--- config.mk ---
export PLATFORM = sky130hd
export DESIGN_NAME = v2n_square
export DESIGN_NICKNAME = d
export VERILOG_FILES = /design/src/rtl/core/assert_macros.svh /design/src/rtl/core/v2n_pkg.sv /design/src/rtl/core/v2n_square.sv
export SDC_FILE = /design/constraint.sdc
export NUM_CORES = 2
export LEC_CHECK = 0
export BUFFER_PORTS_ARGS = -buffer_cell sky130_fd_sc_hd__clkbuf_2
export CAP_MARGIN = 20
export CORE_UTILIZATION = 50
export CTS_BUF_LIST = sky130_fd_sc_hd__clkbuf_4
export DETAILED_ROUTE_END_ITERATION = 6
export PLACE_DENSITY = 0.66
export REMOVE_ABC_BUFFERS = 1
export SLEW_MARGIN = 20
export SYNTH_ARGS = -nofsm -noshare
export SYNTH_HDL_FRONTEND = slang
export SYNTH_SLANG_ARGS = --single-unit
--- constraint.sdc ---
create_clock -name clk_i -period 8.6 [get_ports clk_i]
set_input_delay 2.58 -clock clk_i [delete_from_list [all_inputs] [get_ports clk_i]]
set_output_delay 2.58 -clock clk_i [all_outputs]
set_load 0.005 [all_outputs]
--- src/rtl/core/assert_macros.svh ---
// Assertion helpers for the RTL, included by vector2d_normalize.
`ifndef ASSERT_MACROS_SVH
`define ASSERT_MACROS_SVH

// Clocked assertion, off while reset is held.
`define V2N_ASSERT(label, prop, msg) \
  label: assert property (@(posedge clk_i) disable iff (!rst_ni) prop) else $error(msg);

// Condition that must never be seen.
`define V2N_ASSERT_NEVER(label, cond, msg) \
  `V2N_ASSERT(label, !(cond), msg)

`endif

--- src/rtl/core/v2n_pkg.sv ---
package v2n_pkg;

  localparam int DATA_WIDTH = 32;
  localparam int FRAC_BITS  = 16;

  // x^2 + y^2 needs one bit more than a square
  localparam int SQ_W        = 2 * DATA_WIDTH + 1;
  localparam int REM_W       = SQ_W + 1;
  localparam int SQRT_STAGES = DATA_WIDTH;

  // quotient is at most 1.0, so FRAC_BITS + 1 bits
  localparam int Q_W        = FRAC_BITS + 1;
  localparam int NUM_W      = DATA_WIDTH + FRAC_BITS;
  localparam int DREM_W     = NUM_W + 1;
  localparam int DIV_STAGES = Q_W;

  localparam int SQUARE_STAGES = 3;
  localparam int LATENCY       = SQUARE_STAGES + SQRT_STAGES + DIV_STAGES + 1;

  localparam logic [DATA_WIDTH-1:0] MIN_MAG_RESET = DATA_WIDTH'(7);

  typedef struct packed {
    logic signed [DATA_WIDTH-1:0] x_in;
    logic signed [DATA_WIDTH-1:0] y_in;
  } req_t;

  typedef struct packed {
    logic signed [DATA_WIDTH-1:0] x_out;
    logic signed [DATA_WIDTH-1:0] y_out;
    logic [DATA_WIDTH-1:0]        magnitude;
    logic                         was_normalized;
  } result_t;

  // request plus absolute components, carried down the pipe
  typedef struct packed {
    req_t                  req;
    logic [DATA_WIDTH-1:0] ax;
    logic [DATA_WIDTH-1:0] ay;
  } side_t;

endpackage

--- src/rtl/core/v2n_square.sv ---
module v2n_square (
  input  logic                clk_i,
  input  logic                rst_ni,
  input  logic                valid_i,
  input  v2n_pkg::req_t       req_i,
  output logic                valid_o,
  output v2n_pkg::side_t      side_o,
  output logic [v2n_pkg::SQ_W-1:0] radicand_o
);
  import v2n_pkg::*;

  logic                    v1_q, v2_q, v3_q;
  side_t                   s1_d, s1_q, s2_q, s3_q;
  logic [2*DATA_WIDTH-1:0] sqx_q, sqy_q;
  logic [SQ_W-1:0]         sum_q;

  // stage 1: absolute values, exact for the most negative code
  always_comb begin
    s1_d.req = req_i;
    s1_d.ax  = req_i.x_in[DATA_WIDTH-1] ? (~req_i.x_in + 1'b1) : req_i.x_in;
    s1_d.ay  = req_i.y_in[DATA_WIDTH-1] ? (~req_i.y_in + 1'b1) : req_i.y_in;
  end

  always_ff @(posedge clk_i or negedge rst_ni) begin
    if (!rst_ni) begin
      v1_q <= 1'b0;
      v2_q <= 1'b0;
      v3_q <= 1'b0;
    end else begin
      v1_q <= valid_i;
      v2_q <= v1_q;
      v3_q <= v2_q;
    end
  end

  always_ff @(posedge clk_i) begin
    s1_q  <= s1_d;
    // stage 2: squares
    s2_q  <= s1_q;
    sqx_q <= s1_q.ax * s1_q.ax;
    sqy_q <= s1_q.ay * s1_q.ay;
    // stage 3: sum
    s3_q  <= s2_q;
    sum_q <= SQ_W'(sqx_q) + SQ_W'(sqy_q);
  end

  assign valid_o    = v3_q;
  assign side_o     = s3_q;
  assign radicand_o = sum_q;

endmodule

---- Word level (Yosys, flattened, before mapping) ----
Index checks and enable logic that the tools add are counted.
word-level totals
  bits in registers ....................... 580
  logic and storage cells ................. 29
  output and inout port bits .............. 194
  input port bits ......................... 67
operators by class
  bitwise logic cells ..................... 2
  add/sub/neg operators ................... 3
  multipliers ............................. 2
  multiplexer cells ....................... 2
operator list
  kind                   number
  $mul 32x32->64         2
  $add 64x64->65         1
  $add 32x1->32 const B  2
  $not 32->32            2
  $mux 31                2

---- Longest topological paths before layout ----
  word-level depth ........................ 3
  gate-level depth with buffers ........... 30
  gate-level depth less buffers ........... 27

---- Least setup slack after synthesis ----
OpenSTA, ideal clock, no wires.
  path type ............................... register to register
  start point ............................. register s1_q[25] (netlist bit)
  end point ............................... register sqy_q[62]
  arrival ................................. 7.557 ns
  setup slack ............................. 0.970 ns
  period minus slack after synthesis ...... 7.630 ns
  stages on the path, launching flop included .. 28
  setup time .............................. 0.072 ns
  buffers on the path ..................... 2
  required time ........................... 8.528 ns
  cells stage by stage .................... dfxtp_1 > clkbuf_1 > clkbuf_1 > nand2_1 > fa_1 > inv_1 > fa_1 > inv_1 > fa_1 > inv_1 > fa_1 > fa_1 > fa_1 > fa_1 > inv_1 > fa_1 > inv_1 > ha_1 > a21o_1 > a21o_1 > a21o_1 > nor3_1 > o2111a_1 > nor3_1 > a41oi_1 > o21ai_0 > a2111oi_0 > xnor2_1
between the ends
  word-level cells in the longest chain between the ends .. 1
RTL lines
  item                      line              text
  start: declaration        v2n_square.sv:13  side_t s1_d, s1_q, s2_q, s3_q;
  start signal: assignment  v2n_square.sv:37  s1_q <= s1_d;
  $mul 32x32->64            v2n_square.sv:41  sqy_q <= s1_q.ay * s1_q.ay;
  end signal: assignment    v2n_square.sv:41
  end: declaration          v2n_square.sv:14  logic [2*DATA_WIDTH-1:0] sqx_q, sqy_q;
Every way passes these cells.
A chain may end at the register's enable or synchronous reset.

---- Worst setup path in the final report ----
  start point ............................. register s1_q[21] (netlist bit)
  end point ............................... register sqy_q[57]
The elaborated chain is that of the path after synthesis.

==> impl_metrics.yaml <==
critical_path:
  critPathRequiredTime_ns: 9.66
  cp_top_family: "adder cells"
  crit_path_top_delay_cell: "dfxtp_1"
  cp_max_fo: 15
  max_stage_delay_ns: 0.79
  path_class: "reg2reg"
  cp_common_cell: "fa_1"
  crit_buf_inv: 4
  worstSetupEndpointType: "flop"
  start_kind: "flop"
  reg2reg_to: "sqy_q[57]$_DFF_P_"
  reg2reg_slack_ns: 0.28
  cp.arrival_ns: 9.38
  r2r_cells: 25
  reg2reg_from: "s1_q[21]$_DFF_P_"
grt:
  track_usage: 0.2602
  grt.overflow.total: 0
  grt_pass1_wl_microns: 304400
  grt_max_degree: 37
  antenna_found_initial: 11
  grt_pass1_vias: 57370
run:
  drv_cap: 0
clock_network:
  cts_max_level: 4
  insertion_delay_ns: 1.24
  ctsRootBufferMaster: "clkbuf_4"
  clock-sinks: 570
  clock_path_buffers: 3
  tritoncts: "built"
  clk_pin_slew_worst_paths_ns: 0.07
  cts_made_buffers: 152
place:
  finalWeightedCongestion: 0.9271
  dp_hpwl_microns: 156900
  io_buffer_count: 260
min_path:
  min_to: "s2_q[123]$_DFF_P_"
  hp-start: "s1_q[123]$_DFF_P_"
  holdCritPathClass: "reg2reg"
  hold_depth: 0
synth:
  synth_cell_type_count: 72
  seq_area_frac_synth: 0.1531
  ys_warn_count: 0
  syn_area_per_cell_sq_um: 9.832
  syn_inst: 7589
  netlist_area_sq_um: 74620
  synth_seq_cells: 570
  synth_enable_flop_cells: 0
  synth_flop_cell: "dfxtp_1"
  synthArstFlopShare: 0.005263
drt:
  vias: 51861
  drc: 0
  wl_per_cell_microns: 18.86
  ant_nets: 0
  routed_wl_microns: 188200
  first_iter_violations: 2824
  via_per_inst: 5.200
  first_pass_iters: 6
cells_and_area:
  final_util: 0.5479
  nFillCells: 13258
  finalNetCount: 10223
  most-common-layout-cells: "inv_1, fa_1, ha_1"
  final_common_cell: "inv_1"
  area_growth_pct: 8.548
  drive_gt1_frac: 0.09746
floorplan:
  rows: 141
  core_sq_um: 147800
  die_h_microns: 388.3
  die_area_sq_um: 150800
  die_w_microns: 388.3
  io_pins: 261
  start_util: 0.5047
run_status:
  run_status: "finished clean"
timing:
  drv_slew: 0
  max_slew_margin: 0.3258
  period_needed_ns: 8.325
  fin_skew_ns: 0.09548
  fmax_mhz: 120.1
  finalSetupViolCount: 0
  finalCritPeriodShare: 0.9680
  rsz0062_at_grt: "no"
  tightestPinTransition_ns: 0.9982
  final.setup.tns_ns: 0
  final-hold-violation-count: 0
==> cell usage after synthesis (8+ instances only) <==
cell | n | area share
dfxtp_1 | 567 | 0.15
o31ai_1 | 24 | 0.0024
nor4_1 | 11 | 0.00092
a21boi_0 | 9 | 0.00091
o21bai_1 | 41 | 0.0041
o22ai_1 | 8 | 0.00067
nor2_1 | 167 | 0.0084
xor2_1 | 117 | 0.014
o21ai_0 | 117 | 0.0078
a41oi_1 | 9 | 0.0011
nand3_1 | 42 | 0.0028
nor3_1 | 29 | 0.0019
a21o_1 | 115 | 0.012
a21oi_1 | 208 | 0.014
nand4_1 | 43 | 0.0036
clkbuf_1 | 268 | 0.013
a31oi_1 | 35 | 0.0029
o21a_1 | 24 | 0.0024
ha_1 | 652 | 0.11
inv_1 | 1951 | 0.098
nand2_1 | 618 | 0.031
or2_2 | 16 | 0.0013
xnor2_1 | 196 | 0.023
a31o_2 | 28 | 0.0033
and2_1 | 470 | 0.039
and3_1 | 30 | 0.0025
o211ai_1 | 12 | 0.0012
or4_1 | 9 | 0.00091
a211oi_1 | 19 | 0.0019
fa_1 | 1583 | 0.42
nor2b_1 | 33 | 0.0028
o41ai_1 | 12 | 0.0014
or3_1 | 15 | 0.0013
nand2b_1 | 22 | 0.0018
==> layer usage <==
layer	wire length [microns]	up-vias	global-route usage	share of wire
met3	12250	377	0.04754	0.065
met4	6205	2	0.09199	0.033
met2	91590	1568	0.4322	0.49
met1	78090	26489	0.3411	0.42
li1	-	23425	-	-
met5	19	-	0	0.00010
==> state kept, by name, indices dropped and copies added, names as in the netlist, 62 cells and up <==
| register | flops |
|---|---|
| radicand_o | 65 |
| sqx_q | 63 |
| sqy_q | 62 |
| side_o | 126 |
| s1_q | 126 |
| s2_q | 125 |
==> worst register-to-register path, stage by stage, from the launching register on <==
cell and delay (ns):
dfxtp_1 0.79, buf_4 0.27, and2_1 0.21, ha_1 0.27
xnor2_1 0.15, fa_1 0.51, inv_1 0.05, fa_1 0.48
fa_1 0.56, inv_1 0.06, fa_1 0.48, fa_1 0.56
fa_1 0.42, fa_1 0.44, ha_1 0.40, a21oi_1 0.09
o21ai_0 0.30, nor3_1 0.07, o21ai_0 0.16, a31oi_1 0.29
buf_4 0.23, o21a_1 0.20, o21ai_0 0.50, a31o_2 0.34
a41oi_1 0.18, xnor2_1 0.18
==> final cells by class <==
class | count | area, sq um | share of cell area
Clock buffer | 213 | 1599 | 0.01974
Tap cell | 1930 | 2415 | 0.02981
Sequential cell | 570 | 11470 | 0.1416
Multi-Input combinational cell | 4789 | 54840 | 0.6771
Inverter | 1954 | 7335 | 0.09055
Timing Repair Buffer | 454 | 2908 | 0.03590
Antenna cell | 10 | 25.02 | 0.0003090
Clock inverter | 54 | 407.9 | 0.005036
==> stage by stage <==
step | worst slack [ns] | std cells | cell area, sq um | hold WS [ns]
final | 0.2750 | 9974 | 81000 | 0.2395
after global routing | 0.007087 | 9969 | 80980 | 0.2316
after CTS | 0.02899 | 9964 | 80910 | 0.2073
after detailed placement | -0.1226 | 9697 | 78900 | 0.3121
after global placement | -0.05626 | 9697 | 78900 | 0.3096
after floorplan | 0.9918 | 7313 | 73570 | 0.3096
==> worst max path at each step <==
stage	startpoint	end	cells past startpoint
2_1_floorplan	s1_q[18]$_DFF_P_	sqy_q[62]$_DFF_P_	25
3_3_place_gp	s1_q[56]$_DFF_P_	sqx_q[63]$_DFF_P_	25
3_5_place_dp	s1_q[56]$_DFF_P_	sqx_q[63]$_DFF_P_	25
4_1_cts	s1_q[8]$_DFF_P_	sqy_q[62]$_DFF_P_	26
5_1_grt	s1_q[36]$_DFF_P_	sqx_q[57]$_DFF_P_	26
6_report	s1_q[21]$_DFF_P_	sqy_q[57]$_DFF_P_	25
==> kinds of logic after synthesis <==
kind of cell	count (synthesis)	synth area share
flops	570	0.1531
compound gates	717	0.06265
buf+inv	2230	0.1123
xor+xnor	313	0.03674
fa+ha+maj	2235	0.5340
simple gates	1517	0.1002
mux	7	0.0009726
==> repair_timing <==
| item | 4_1_cts | 5_1_grt |
|---|---|---|
| gates resized for setup | 1 | 35 |
| setup buffers | 0 | 0 |
| setup endpoints to repair | 2 | 27 |
| hold buffers | 0 | 0 |
Power is left out: the tool's default activity adds up to more than one toggle a clock period on the data nets, which glitch-free logic cannot reach.
